`config.mk`:
```
export PLATFORM = sky130hd
export DESIGN_NAME = descriptor_record_byte_swapper
export DESIGN_NICKNAME = d
export VERILOG_FILES = /design/src/rtl/core/drbs_pkg.sv /design/src/rtl/core/drbs_ctrl.sv /design/src/rtl/core/drbs_dp.sv /design/src/rtl/core/descriptor_record_byte_swapper.sv
export SDC_FILE = /design/constraint.sdc
export NUM_CORES = 1
export LEC_CHECK = 0
export BUFFER_PORTS_ARGS = -buffer_cell sky130_fd_sc_hd__buf_4
export CORE_MARGIN = 8
export CORE_UTILIZATION = 50
export CTS_CLUSTER_DIAMETER = 100
export DETAILED_ROUTE_END_ITERATION = 6
export GPL_TIMING_DRIVEN = 0
export PLACE_DENSITY = 0.73
export SETUP_SLACK_MARGIN = 0.3
export SLEW_MARGIN = 30
export SYNTH_ARGS = -nofsm -noshare
export SYNTH_HDL_FRONTEND = slang
export SYNTH_SLANG_ARGS = --single-unit
export TNS_END_PERCENT = 100
```
`constraint.sdc`:
```
create_clock -name clk -period 12.4 [get_ports clk]
set_clock_uncertainty 0.15 [all_clocks]
set_input_delay 3.72 -clock clk [delete_from_list [all_inputs] [get_ports clk]]
set_output_delay 3.72 -clock clk [all_outputs]
set_load 0.02 [all_outputs]
```
`src/rtl/core/drbs_pkg.sv`:
```
`timescale 1ns / 1ps
// shared types, codes and widths for the descriptor record byte swapper
// no dependencies; imported by every module of the block

package drbs_pkg;

    // defaults for the top level parameters
    localparam int DEFAULT_MAX_DESCRIPTORS = 32;
    localparam int DEFAULT_LENGTH_BITS     = 16;

    // descriptor slots that the index field can reach
    localparam int SLOT_LIMIT = 32;

    // input field widths
    localparam int FUNC_W   = 2;
    localparam int INDEX_W  = 5;
    localparam int KIND_W   = 2;
    localparam int COUNT_W  = 13;
    localparam int MODE_W   = 2;
    localparam int RECLEN_W = 16;
    localparam int BYTE_W   = 8;

    // input tdata layout, first field lowest
    localparam int INDEX_LSB  = 0;
    localparam int KIND_LSB   = INDEX_LSB + INDEX_W;
    localparam int COUNT_LSB  = KIND_LSB + KIND_W;
    localparam int MODE_LSB   = COUNT_LSB + COUNT_W;
    localparam int RECLEN_LSB = MODE_LSB + MODE_W;
    localparam int BYTE_LSB   = RECLEN_LSB + RECLEN_W;
    localparam int IN_FIELDS_W = BYTE_LSB + BYTE_W;
    localparam int IN_TDATA_W  = ((IN_FIELDS_W + 7) / 8) * 8;
    localparam int OUT_TDATA_W = BYTE_W;

    // group collection widths
    localparam int GROUP_W = 3 * BYTE_W;
    localparam int OBUF_W  = 4 * BYTE_W;

    // word function codes
    typedef enum logic [FUNC_W-1:0] {
        FUNC_WRITE = 2'd0,
        FUNC_START = 2'd1,
        FUNC_BYTE  = 2'd2
    } func_t;

    // descriptor run kinds
    localparam logic [KIND_W-1:0] KIND_END    = 2'd0;
    localparam logic [KIND_W-1:0] KIND_BYTES  = 2'd1;
    localparam logic [KIND_W-1:0] KIND_HALVES = 2'd2;
    localparam logic [KIND_W-1:0] KIND_WORDS  = 2'd3;

    // record modes
    localparam logic [MODE_W-1:0] MODE_HALVES = 2'd0;
    localparam logic [MODE_W-1:0] MODE_WORDS  = 2'd1;
    localparam logic [MODE_W-1:0] MODE_LIST   = 2'd2;

    // one descriptor table entry
    typedef struct packed {
        logic [KIND_W-1:0]  kind;
        logic [COUNT_W-1:0] count;
    } desc_t;

    // controller states
    typedef enum logic [2:0] {
        S_IDLE = 3'd0,
        S_SUM  = 3'd1,
        S_PASS = 3'd2,
        S_FIND = 3'd3,
        S_EMIT = 3'd4
    } state_t;

    // controller to datapath
    typedef struct packed {
        logic wr_desc;
        logic start_rec;
        logic take_byte;
        logic sum_step;
        logic pass_load;
        logic find_step;
        logic out_pop;
    } dp_cmd_t;

    // datapath to controller
    typedef struct packed {
        logic sum_last;
        logic pass_go;
        logic byte_emits;
        logic byte_finds;
        logic find_done;
        logic find_pend;
        logic out_last;
    } dp_status_t;

endpackage

```
`src/rtl/core/drbs_ctrl.sv`:
```
`timescale 1ns / 1ps
// sequencing state machine for the descriptor record byte swapper
// depends on drbs_pkg; drives commands into drbs_dp

module drbs_ctrl (
    input  logic                   clk,
    input  logic                   rst_n,
    input  logic                   in_valid,
    input  logic [drbs_pkg::FUNC_W-1:0] in_func,
    output logic                   in_ready,
    output logic                   out_valid,
    input  logic                   out_ready,
    output drbs_pkg::dp_cmd_t      cmd,
    input  drbs_pkg::dp_status_t   status
);
    import drbs_pkg::*;

    state_t state_reg;
    state_t state_next;

    // state register
    always_ff @(posedge clk or negedge rst_n)
    begin
        if (!rst_n)
        begin
            state_reg <= S_IDLE;
        end
        else
        begin
            state_reg <= state_next;
        end
    end

    // next state and commands
    always_comb
    begin
        state_next = state_reg;
        cmd        = '0;
        in_ready   = 1'b0;
        out_valid  = 1'b0;
        case (state_reg)
            S_IDLE:
            begin
                in_ready = 1'b1;
                if (in_valid)
                begin
                    case (func_t'(in_func))
                        FUNC_WRITE:
                        begin
                            cmd.wr_desc = 1'b1;
                        end
                        FUNC_START:
                        begin
                            cmd.start_rec = 1'b1;
                            state_next    = S_SUM;
                        end
                        FUNC_BYTE:
                        begin
                            cmd.take_byte = 1'b1;
                            if (status.byte_emits)
                            begin
                                state_next = S_EMIT;
                            end
                            else if (status.byte_finds)
                            begin
                                state_next = S_FIND;
                            end
                        end
                        default:
                        begin
                            state_next = S_IDLE;
                        end
                    endcase
                end
            end
            S_SUM:
            begin
                cmd.sum_step = 1'b1;
                if (status.sum_last)
                begin
                    state_next = S_PASS;
                end
            end
            S_PASS:
            begin
                cmd.pass_load = 1'b1;
                state_next    = status.pass_go ? S_FIND : S_IDLE;
            end
            S_FIND:
            begin
                cmd.find_step = 1'b1;
                if (status.find_done)
                begin
                    state_next = S_IDLE;
                end
            end
            S_EMIT:
            begin
                out_valid = 1'b1;
                if (out_ready)
                begin
                    cmd.out_pop = 1'b1;
                    if (status.out_last)
                    begin
                        state_next = status.find_pend ? S_FIND : S_IDLE;
                    end
                end
            end
            default:
            begin
                state_next = S_IDLE;
            end
        endcase
    end

endmodule

```
`src/rtl/core/drbs_dp.sv`:
```
`timescale 1ns / 1ps
// datapath: descriptor table, record counters, group collection and output buffer
// depends on drbs_pkg; commanded by drbs_ctrl

module drbs_dp #(
    parameter int TABLE_DEPTH = drbs_pkg::DEFAULT_MAX_DESCRIPTORS,
    parameter int LENGTH_BITS = drbs_pkg::DEFAULT_LENGTH_BITS
) (
    input  logic                            clk,
    input  logic                            rst_n,
    input  drbs_pkg::dp_cmd_t               cmd,
    output drbs_pkg::dp_status_t            status,
    input  logic [drbs_pkg::INDEX_W-1:0]    desc_index,
    input  logic [drbs_pkg::KIND_W-1:0]     desc_kind,
    input  logic [drbs_pkg::COUNT_W-1:0]    desc_count,
    input  logic [drbs_pkg::MODE_W-1:0]     record_mode,
    input  logic [drbs_pkg::RECLEN_W-1:0]   record_length,
    input  logic [drbs_pkg::BYTE_W-1:0]     data_byte,
    output logic [drbs_pkg::BYTE_W-1:0]     out_byte,
    output logic                            run_last,
    output logic                            record_end
);
    import drbs_pkg::*;

    localparam int IDX_W  = (TABLE_DEPTH > 1) ? $clog2(TABLE_DEPTH) : 1;
    localparam int SLOT_W = $clog2(TABLE_DEPTH + 1);
    // pass total without saturation: depth times largest run in bytes
    localparam int SUM_W  = COUNT_W + 2 + IDX_W;
    localparam int CMP_W  = (SUM_W > LENGTH_BITS) ? SUM_W : LENGTH_BITS;
    localparam logic [LENGTH_BITS-1:0] LEN_MAX = {LENGTH_BITS{1'b1}};

    // descriptor table with per-entry valid bits
    desc_t desc_reg  [TABLE_DEPTH];
    logic  valid_reg [TABLE_DEPTH];

    logic [MODE_W-1:0]      mode_reg,       mode_next;
    logic [LENGTH_BITS-1:0] bytes_left_reg, bytes_left_next;
    logic [LENGTH_BITS-1:0] pass_length_reg, pass_length_next;
    logic [SUM_W-1:0]       total_reg,      total_next;
    logic [SLOT_W-1:0]      scan_reg,       scan_next;
    logic [KIND_W-1:0]      cur_kind_reg,   cur_kind_next;
    logic [COUNT_W-1:0]     run_left_reg,   run_left_next;
    logic [1:0]             gpos_reg,       gpos_next;
    logic [GROUP_W-1:0]     gbytes_reg,     gbytes_next;
    logic                   in_pass_reg,    in_pass_next;
    logic                   wrap_reg,       wrap_next;
    logic                   find_pend_reg,  find_pend_next;
    logic [OBUF_W-1:0]      obuf_reg,       obuf_next;
    logic [2:0]             ocnt_reg,       ocnt_next;
    logic                   oend_reg,       oend_next;

    logic                   in_range;
    logic [IDX_W-1:0]       rd_idx;
    desc_t                  rd_ent;
    logic                   end_of_list;
    logic [SUM_W-1:0]       term;
    logic [LENGTH_BITS-1:0] pass_sat;
    logic                   retry_ok;
    logic                   find_retry;
    logic                   bl_zero;
    logic [LENGTH_BITS-1:0] bl_dec;
    logic [1:0]             lastpos;
    logic                   short_grp;
    logic                   collect;
    logic                   single;
    logic                   advancing;
    logic                   run_out;
    logic                   wr_ok;

    // table read at the scan pointer
    assign in_range    = scan_reg < SLOT_W'(TABLE_DEPTH);
    assign rd_idx      = scan_reg[IDX_W-1:0];
    assign rd_ent      = (in_range && valid_reg[rd_idx]) ? desc_reg[rd_idx] : '0;
    assign end_of_list = !in_range || (rd_ent.kind == KIND_END);

    // run length in bytes
    always_comb
    begin
        case (rd_ent.kind)
            KIND_WORDS:  term = SUM_W'(rd_ent.count) << 2;
            KIND_HALVES: term = SUM_W'(rd_ent.count) << 1;
            default:     term = SUM_W'(rd_ent.count);
        endcase
    end

    // pass length saturates at the largest length value
    assign pass_sat = (CMP_W'(total_reg) > CMP_W'(LEN_MAX)) ? LEN_MAX
                                                             : LENGTH_BITS'(total_reg);

    // another full pass still fits
    assign retry_ok   = (bytes_left_reg != '0) && (pass_length_reg != '0)
                        && (bytes_left_reg >= pass_length_reg);
    assign find_retry = end_of_list && !wrap_reg && retry_ok;

    // group size of the current byte, as index of the group's last byte
    always_comb
    begin
        if (in_pass_reg)
        begin
            case (cur_kind_reg)
                KIND_HALVES: lastpos = 2'd1;
                KIND_WORDS:  lastpos = 2'd3;
                default:     lastpos = 2'd0;
            endcase
        end
        else
        begin
            case (mode_reg)
                MODE_HALVES: lastpos = 2'd1;
                MODE_WORDS:  lastpos = 2'd3;
                default:     lastpos = 2'd0;
            endcase
        end
    end

    assign bl_zero   = bytes_left_reg == '0;
    assign bl_dec    = bytes_left_reg - LENGTH_BITS'(1);
    assign short_grp = (lastpos != 2'd0) && (gpos_reg == 2'd0)
                       && (bytes_left_reg <= LENGTH_BITS'(lastpos));
    assign collect   = !short_grp && (lastpos != 2'd0) && (gpos_reg < lastpos);
    assign single    = short_grp || (lastpos == 2'd0);
    assign advancing = in_pass_reg && !short_grp && !collect;
    assign run_out   = run_left_reg == COUNT_W'(1);
    assign wr_ok     = cmd.wr_desc && bl_zero && (32'(desc_index) < 32'(TABLE_DEPTH));

    // status back to the controller
    always_comb
    begin
        status            = '0;
        status.sum_last   = end_of_list;
        status.pass_go    = !bl_zero && (mode_reg == MODE_LIST) && (total_reg != '0);
        status.byte_emits = !bl_zero && !collect;
        status.byte_finds = !bl_zero && advancing && run_out && (bl_dec != '0);
        status.find_done  = (end_of_list && !find_retry)
                            || (!end_of_list && (rd_ent.count != '0));
        status.find_pend  = find_pend_reg;
        status.out_last   = ocnt_reg == 3'd1;
    end

    // next state of the record registers
    always_comb
    begin
        mode_next        = mode_reg;
        bytes_left_next  = bytes_left_reg;
        pass_length_next = pass_length_reg;
        total_next       = total_reg;
        scan_next        = scan_reg;
        cur_kind_next    = cur_kind_reg;
        run_left_next    = run_left_reg;
        gpos_next        = gpos_reg;
        gbytes_next      = gbytes_reg;
        in_pass_next     = in_pass_reg;
        wrap_next        = wrap_reg;
        find_pend_next   = find_pend_reg;
        obuf_next        = obuf_reg;
        ocnt_next        = ocnt_reg;
        oend_next        = oend_reg;

        // record start clears the walk and the group
        if (cmd.start_rec)
        begin
            mode_next       = record_mode;
            bytes_left_next = LENGTH_BITS'(record_length);
            total_next      = '0;
            scan_next       = '0;
            run_left_next   = '0;
            gpos_next       = 2'd0;
            gbytes_next     = '0;
            in_pass_next    = 1'b0;
            find_pend_next  = 1'b0;
        end

        // one table entry per cycle into the pass total
        if (cmd.sum_step && !end_of_list)
        begin
            total_next = total_reg + term;
            scan_next  = scan_reg + SLOT_W'(1);
        end

        // pass length ready, first run search starts at slot zero
        if (cmd.pass_load)
        begin
            pass_length_next = pass_sat;
            scan_next        = '0;
            wrap_next        = 1'b1;
        end

        // run search, one slot per cycle
        if (cmd.find_step)
        begin
            if (end_of_list)
            begin
                if (find_retry)
                begin
                    scan_next = '0;
                    wrap_next = 1'b1;
                end
                else
                begin
                    in_pass_next   = 1'b0;
                    find_pend_next = 1'b0;
                end
            end
            else if (rd_ent.count != '0)
            begin
                cur_kind_next  = rd_ent.kind;
                run_left_next  = rd_ent.count;
                in_pass_next   = 1'b1;
                find_pend_next = 1'b0;
            end
            else
            begin
                scan_next = scan_reg + SLOT_W'(1);
            end
        end

        // data byte
        if (cmd.take_byte && !bl_zero)
        begin
            bytes_left_next = bl_dec;
            if (collect)
            begin
                gbytes_next = gbytes_reg | (GROUP_W'(data_byte) << {gpos_reg, 3'b000});
                gpos_next   = gpos_reg + 2'd1;
            end
            else
            begin
                oend_next = bl_dec == '0;
                if (single)
                begin
                    obuf_next = OBUF_W'(data_byte);
                    ocnt_next = 3'd1;
                end
                else if (gpos_reg == 2'd1)
                begin
                    obuf_next = OBUF_W'({gbytes_reg[7:0], data_byte});
                    ocnt_next = 3'd2;
                end
                else
                begin
                    obuf_next = {gbytes_reg[7:0], gbytes_reg[15:8], gbytes_reg[23:16],
                                 data_byte};
                    ocnt_next = 3'd4;
                end
                gpos_next   = 2'd0;
                gbytes_next = '0;
                if (advancing)
                begin
                    if (!run_out)
                    begin
                        run_left_next = run_left_reg - COUNT_W'(1);
                    end
                    else
                    begin
                        run_left_next  = '0;
                        scan_next      = scan_reg + SLOT_W'(1);
                        wrap_next      = 1'b0;
                        find_pend_next = bl_dec != '0;
                    end
                end
            end
            if (bl_dec == '0)
            begin
                in_pass_next = 1'b0;
                gpos_next    = 2'd0;
                gbytes_next  = '0;
            end
        end

        // output buffer drains low byte first
        if (cmd.out_pop)
        begin
            obuf_next = obuf_reg >> BYTE_W;
            ocnt_next = ocnt_reg - 3'd1;
        end
    end

    // record registers
    always_ff @(posedge clk or negedge rst_n)
    begin
        if (!rst_n)
        begin
            mode_reg        <= '0;
            bytes_left_reg  <= '0;
            pass_length_reg <= '0;
            total_reg       <= '0;
            scan_reg        <= '0;
            cur_kind_reg    <= '0;
            run_left_reg    <= '0;
            gpos_reg        <= 2'd0;
            gbytes_reg      <= '0;
            in_pass_reg     <= 1'b0;
            wrap_reg        <= 1'b0;
            find_pend_reg   <= 1'b0;
            ocnt_reg        <= 3'd0;
            oend_reg        <= 1'b0;
        end
        else
        begin
            mode_reg        <= mode_next;
            bytes_left_reg  <= bytes_left_next;
            pass_length_reg <= pass_length_next;
            total_reg       <= total_next;
            scan_reg        <= scan_next;
            cur_kind_reg    <= cur_kind_next;
            run_left_reg    <= run_left_next;
            gpos_reg        <= gpos_next;
            gbytes_reg      <= gbytes_next;
            in_pass_reg     <= in_pass_next;
            wrap_reg        <= wrap_next;
            find_pend_reg   <= find_pend_next;
            ocnt_reg        <= ocnt_next;
            oend_reg        <= oend_next;
        end
    end

    // output byte buffer
    always_ff @(posedge clk)
    begin
        obuf_reg <= obuf_next;
    end

    // valid bits, cleared at reset so every entry reads as end of list
    always_ff @(posedge clk or negedge rst_n)
    begin
        if (!rst_n)
        begin
            for (int i = 0; i < TABLE_DEPTH; i++)
            begin
                valid_reg[i] <= 1'b0;
            end
        end
        else if (wr_ok)
        begin
            valid_reg[desc_index[IDX_W-1:0]] <= 1'b1;
        end
    end

    // descriptor entries
    always_ff @(posedge clk)
    begin
        if (wr_ok)
        begin
            desc_reg[desc_index[IDX_W-1:0]] <= '{kind: desc_kind, count: desc_count};
        end
    end

    // result word
    assign out_byte   = obuf_reg[BYTE_W-1:0];
    assign run_last   = ocnt_reg == 3'd1;
    assign record_end = (ocnt_reg == 3'd1) && oend_reg;

endmodule

```
`src/rtl/core/descriptor_record_byte_swapper.sv`:
```
`timescale 1ns / 1ps
// top level of the descriptor record byte swapper: stream ports, controller, datapath
// depends on drbs_pkg, drbs_ctrl and drbs_dp
//
// channel   dir  handshake                     payload
// s_axis    in   s_axis_tvalid/s_axis_tready   tdata fields, tuser = function
// m_axis    out  m_axis_tvalid/m_axis_tready   tdata = byte, tuser = run_last,
//                                              tlast = record_end
//
// after a descriptor write or a data byte that gives no output the input is ready
// again in the next cycle; a byte that completes a group holds the input while its
// result bytes (1, 2 or 4) drain; a record start walks the table slots for the pass
// total and, in list mode, scans slots for the first run before the input is ready
// when a run ends mid record the next run is searched one slot per cycle over the
// single table read port
// reset is asynchronous and clears the table to end of list through valid bits
// input is not taken while result bytes are waiting; an output stall holds the block

module descriptor_record_byte_swapper #(
    parameter int MAX_DESCRIPTORS = drbs_pkg::DEFAULT_MAX_DESCRIPTORS,
    parameter int LENGTH_BITS     = drbs_pkg::DEFAULT_LENGTH_BITS
) (
    input  logic                                clk,
    input  logic                                rst_n,
    input  logic                                s_axis_tvalid,
    output logic                                s_axis_tready,
    // desc_index, desc_kind, desc_count, record_mode, record_length, data_byte
    input  logic [drbs_pkg::IN_TDATA_W-1:0]     s_axis_tdata,
    // func
    input  logic [drbs_pkg::FUNC_W-1:0]         s_axis_tuser,
    output logic                                m_axis_tvalid,
    input  logic                                m_axis_tready,
    // out_byte
    output logic [drbs_pkg::OUT_TDATA_W-1:0]    m_axis_tdata,
    // run_last
    output logic                                m_axis_tuser,
    output logic                                m_axis_tlast
);
    import drbs_pkg::*;

    // slots beyond the index field's reach stay end of list
    localparam int TABLE_DEPTH = (MAX_DESCRIPTORS < SLOT_LIMIT) ? MAX_DESCRIPTORS
                                                                : SLOT_LIMIT;

    dp_cmd_t    cmd;
    dp_status_t status;

    // controller
    drbs_ctrl u_ctrl (
        .clk       (clk),
        .rst_n     (rst_n),
        .in_valid  (s_axis_tvalid),
        .in_func   (s_axis_tuser),
        .in_ready  (s_axis_tready),
        .out_valid (m_axis_tvalid),
        .out_ready (m_axis_tready),
        .cmd       (cmd),
        .status    (status)
    );

    // datapath
    drbs_dp #(
        .TABLE_DEPTH (TABLE_DEPTH),
        .LENGTH_BITS (LENGTH_BITS)
    ) u_dp (
        .clk           (clk),
        .rst_n         (rst_n),
        .cmd           (cmd),
        .status        (status),
        .desc_index    (s_axis_tdata[INDEX_LSB +: INDEX_W]),
        .desc_kind     (s_axis_tdata[KIND_LSB +: KIND_W]),
        .desc_count    (s_axis_tdata[COUNT_LSB +: COUNT_W]),
        .record_mode   (s_axis_tdata[MODE_LSB +: MODE_W]),
        .record_length (s_axis_tdata[RECLEN_LSB +: RECLEN_W]),
        .data_byte     (s_axis_tdata[BYTE_LSB +: BYTE_W]),
        .out_byte      (m_axis_tdata),
        .run_last      (m_axis_tuser),
        .record_end    (m_axis_tlast)
    );

endmodule

```
Word level (Yosys, flattened, before mapping)
Memory sizes are Yosys's and may differ from the RTL's.
Index checks and enable logic that the tools add are counted.
- bitwise logic cells: 6
- eq/ne operators: 23
- $lt $le $gt $ge: 8
- divide/modulo/power cells: 0
- $add $sub $neg: 6
- mux-type cells: 101
- reductions and logical operators: 55
- $mul: 0
- shift operators: 1
- operator list (kind ; number):
    $mux 24 ; 7
    $mux 13 ; 8
    $mux 6 ; 11
    $mux 32 ; 2
    $mux 16 ; 3
    $reduce_bool 16->1 ; 3
    $mux 3 ; 14
    $mux 20 ; 2
    $mux 1 ; 39
    $logic_not 16->1 ; 2
    $or 32x32->32 ; 1
    $pmux 15 s2 ; 1
    $logic_and 1x1->1 ; 24
    $or 24x24->24 ; 1
    $shl 8x5->24 ; 1
    $add 20x20->20 ; 1
    $gt 20x16->1 const B ; 1
    $reduce_bool 20->1 ; 1
    $ge 16x16->1 ; 1
    $le 16x2->1 ; 1
    $sub 16x1->16 const B ; 1
    $mux 15 ; 1
    $pmux 3 s5 ; 1
    $mux 2 ; 7
    other kinds (32) ; 66
- memories kept: 1
- latch bits: 0
- output and inout port bits: 12
- RAM bits: 480
- register bits after elaboration: 175
- bits in read-only memories: 0
- memories (name ; words ; width ; read ports ; clocked after Yosys merged registers in ; write ports ; line ; source):
    u_dp.desc_reg ; 32 ; 15 ; 1 ; 0 ; 1 ; drbs_dp.sv:33 ; desc_t desc_reg [TABLE_DEPTH];

Longest topological paths before layout
- word-level depth: 19
- depth in mapped cells: 24

By module
From an unflattened synthesis, not the netlist that was laid out.
- cell total of the unflattened synthesis: 1888
- area total of the unflattened synthesis: 28640.0 µm²
- modules (own cells, without submodules) (module ; area an instance (µm²) ; times used ; cells each):
    drbs_dp ; 28265.9 ; 1 ; 1840
    drbs_ctrl ; 374.1 ; 1 ; 48

Least setup slack after synthesis
OpenSTA, ideal clock, no wires.
- path kind: input to register
- start point: input port s_axis_tvalid
- end point: memory u_dp.desc_reg[27][0] (netlist name) (enable)
- data arrival time: 5.263 ns
- setup time: 0.387 ns
- cell stages on the path: 6
- buffers on the path: 1
- required time: 11.863 ns
- setup slack: 6.600 ns
- cell sequence: and3_1 -> clkbuf_1 -> nand2_1 -> nor3_1 -> nand3_1 -> nor2_1
- word-level cells in the longest chain between the ends: 5
- RTL lines (element ; line ; source):
    start, declared ; descriptor_record_byte_swapper.sv:25 ; input logic s_axis_tvalid,
    $mux 3 ; drbs_ctrl.sv:45 ; if (in_valid)
    $mux 3 ; drbs_ctrl.sv:41 ; case (state_reg)
    $logic_and 1x1->1 ; drbs_dp.sv:124 ; assign wr_ok = cmd.wr_desc && bl_zero && (32'(desc_index) < 32'(TABLE_DEPTH));
    $mux 1 ; drbs_dp.sv:342 ; if (wr_ok)
    $mux 1 (not written as such) ; drbs_dp.sv:344 ; desc_reg[desc_index[IDX_W-1:0]] <= '{kind: desc_kind, count: desc_count};
    end, declared ; drbs_dp.sv:33 ;
No other way between the ends.

Worst setup path after layout
- start point: register u_dp.scan_reg[2]
- end point: register u_dp.total_reg[19]
- word-level cells in the longest chain between the ends: 11
- RTL lines (element ; line ; source):
    start, declared ; drbs_dp.sv:40 ; logic [SLOT_W-1:0] scan_reg, scan_next;
    start signal, assigned ; drbs_dp.sv:304 ; scan_reg <= scan_next;
    branches (longest 11 deep; another with $add 20x20->20) ; - ;
    end signal, assigned ; drbs_dp.sv:303 ; total_reg <= total_next;
    end, declared ; drbs_dp.sv:39 ; logic [SUM_W-1:0] total_reg, total_next;
Parallel ways; which one is timed is not known. The select of a mux whose other input is x is not followed.
A chain may end at the register's enable or synchronous reset.

==> results by group <==
Worst setup path
  • Critical path capture point type: register
  • Max FO, Critical Path: 10
  • Crit Path Category: reg2reg
  • Startpoint type of the worst setup path: register
  • CP Buf/Inv Count: 4
  • Worst EP required: 12.77 ns
  • Max incr delay on CP: 0.82 ns
  • WP data arrival: approximately 6.8 ns
  • Worst path cell trace: buf_2 -> buf_2 -> buf_2 -> clkbuf_1 -> mux4_2 -> mux2i_1 -> nor2b_1 -> a211oi_1 -> a21oi_1 -> nor2_1 -> ha_1 -> nor3_1 -> nor2_1 -> and3_1 -> nor2_1 -> a21oi_1 -> a31oi_1 -> a2111oi_0 -> mux2i_1
  • Critical Path Source: u_dp.scan_reg[2]
  • R2R Path Start: u_dp.scan_reg[2]
  • Largest delay share family, worst path: buffers and inverters
  • Stages on the worst setup path: 19
  • Max stage delay cell, worst path: clkbuf_1
  • Worst R2R Path Depth: 19

Global route
  • Global route overflow: 0
  • Pin count of the biggest net entering global routing: 80
  • GRT Util Overall: 24.6%
  • First-pass GRT wire length: around 120000 µm
  • Initial antenna violation count: 1
  • Vias in the first global route: roughly 20000

Layout
  • Max reg flops: 480
  • Post-Layout Cell Count: 3070
  • Share of layout cells above drive strength 1: about a fifth
  • # diodes: 0
  • Layout fillers: 4422
  • Final nets: around 2300
  • Finished Cell Area: 0.0343 mm²
  • Area Overhead vs Synth: 15.7%
  • Fin util: between 50% and 60%

Detailed routing
  • Via density: 6.38
  • WL final: 84200 µm
  • Iter 0 DRT Violations: around 2400
  • Via Count: roughly 20000
  • Antenna Nets Post-Route: 0
  • Number of detailed-route iterations in the first pass: 6
  • Wire length per cell: 27.4 µm
  • Drt drc: 0

Die
  • Die Y-Extent: 259 µm
  • Cell row count: 89
  • Core ar.: 0.0588 mm²
  • Die span in x: roughly 260 µm
  • Ports: 66
  • Die area: 0.0673 mm²
  • Starting density of the core: between 50% and 60%

Power
  • Pwr Total: roughly 5.3 mW
  • Power Density: roughly 150 mW/mm²
  • Internal power: ~3.9 mW
  • Logic pwr share: about an eighth
  • P_sw: 1.40 mW
  • Clock Power Share: 37.5%
  • Switch share: between 20% and 30%
  • Leakage: 12.1 nW
  • Sequential power share: between 40 and 50%
  • Worst VDD drop: between 150 and 200 µV

Synth
  • Register area share after synthesis: between 60 and 70%
  • EDFF count, synth: 504
  • Syn avg cell area: 14.2 µm²
  • Leading register cell type out of synthesis: edfxtp_1
  • Syn Inst Count: 2081
  • Synth Area in Adders: between 2 and 2.5%
  • Largest family of logic cells by synthesized area: multiplexers
  • Top-area cell type share of the netlist area: 51.1%
  • Yosys top cell by area: edfxtp_1
  • Mapped cell area: 0.0296 mm²
  • Syn_nets: approximately 2200
  • Synth Area in XOR/XNOR: 0.680%
  • Ys Warns: 0
  • FF+latch count, synth: between 600 and 700
  • Cell with the most instances after synthesis: edfxtp_1
  • Top post-synthesis cells by area: edfxtp_1 (51%), dfrtp_1 (12%), mux4_2 (7.3%)
  • Simple logic cell fraction of the synthesized area: 9.55%
  • Mux cell area share after synthesis: between 10% and 20%
  • Compound-Gate Fraction of Synth Area: under 10%
  • Post-synth ARST share: 21.8%
  • Synth cell types: 80
  • Synth cell count leaders: edfxtp_1 (504), nor2_1 (170), mux2i_1 (154)

Worst hold path
  • Hold Path Class: reg2reg
  • Hold path depth: 1
  • Hold Path Origin: u_dp.valid_reg[5]

Clock network
  • Setup bufs post-CTS: 0
  • Clk_lat worst skew: 0.61 ns
  • # hold bufs at CTS: 0
  • H-Tree Depth: 3
  • Root buf cell: clkbuf_16
  • Clock buffer depth: 3
  • TritonCTS sink count: 655
  • CTS tree: done
  • CTS buffer count: 66
  • Post-CTS sizing: 0
  • CTS clk-pin slew, worst paths: around 0.06 ns

Place
  • RePlAce Congestion: 0.905
  • DP Area: 0.0321 mm²
  • Placed cells: between 2000 and 3000
  • Post-detail-place hpwl: around 58000 µm
  • Port-buffer cells: 63
  • Setup WS pre-CTS: 5.91 ns

STA
  • Worst hold margin: 0.321 ns
  • Crit path time final: 6.41 ns
  • RSZ-0062 raised after global routing: false
  • Slew HR: 30.2%
  • Period utilization: 51.7%
  • Setup ws final: ~6.0 ns
  • Slew Viols, Final: 0
  • Maximum clock frequency: around 160 MHz
  • Worst Max-Slew Pin Slew: 1.05 ns
  • Setup TNS Final: 0 ns
  • Final Hold Vio Count: 0
  • Setup violations, final: 0

Run
  • MaxCap Viol Count: 0

Status
  • Status: completed
==> layout make-up <==
cell class / count / area (µm²) / share of cell area, %
tap: 773 / 967 / 2.82
clock inverter: 30 / 299 / 0.873
sequential: 655 / 18900 / 55.1
buffer: 112 / 691 / 2.02
timing repair buffer: 96 / 1320 / 3.85
clock buffer: 90 / 1810 / 5.30
multi-input combinational: 1267 / 10100 / 29.5
inverter: 47 / 176 / 0.515
==> power by group through the flow <==
stage	Clock [mW]	Combinational, mW	Sequential [mW]
after global routing	2.07	0.763	2.62
after floorplan	0	0.465	2.61
after global placement	0	0.650	2.64
after detailed placement	0	0.678	2.65
final	1.97	0.686	2.61
after CTS	1.98	0.682	2.60
==> placed cells by master, fill, tap and decap left out, types with 19 or more instances in the layout <==
cell type	Yosys	layout
a21oi_1	99	99
a22oi_1	20	20
a31oi_1	23	23
buf_16	0	27
buf_2	20	20
buf_4	25	87
clkbuf_1	43	60
clkbuf_16	0	68
dfrtp_1	143	143
edfxtp_1	504	504
ha_1	48	48
inv_1	45	44
mux2_2	19	19
mux2i_1	154	154
mux4_2	96	96
nand2_1	135	135
nand3_1	65	65
nor2_1	170	138
nor2_4	0	32
nor3_1	38	38
o21ai_0	69	69
o31ai_1	19	19
or2_2	37	37
==> kinds of logic after synthesis <==
family	count (synthesis)
AO/OA/AOI/OAI	348
XOR/XNOR	23
adder cells (fa/ha/maj)	49
AND/OR/NAND/NOR	576
buffers and inverters	159
multiplexers	271
flip-flops	655
==> routing by layer <==
metal	vias to the layer above	track usage, %	part of all wire [%]
li1	8364	-	-
met1	9754	31.4	37
met2	1193	39.7	47
met3	263	5.21	9.6
met4	2	12.7	5.5
met5	-	0	0.014
==> path summary, 6_finish.rpt <==
| kind | end | slack (ns) |
|---|---|---|
| max | u_dp.total_reg[19] | 5.99 |
| min | u_dp.valid_reg[5] | 0.32 |
| max reg2reg | u_dp.total_reg[19] | 5.99 |
| min reg2reg | u_dp.valid_reg[5] | 0.32 |
| max in group asynchronous | u_dp.gbytes_reg[20] | 8.36 |
| min in group asynchronous | u_dp.total_reg[5] | 2.95 |
Power figures use the tool's default switching activity.
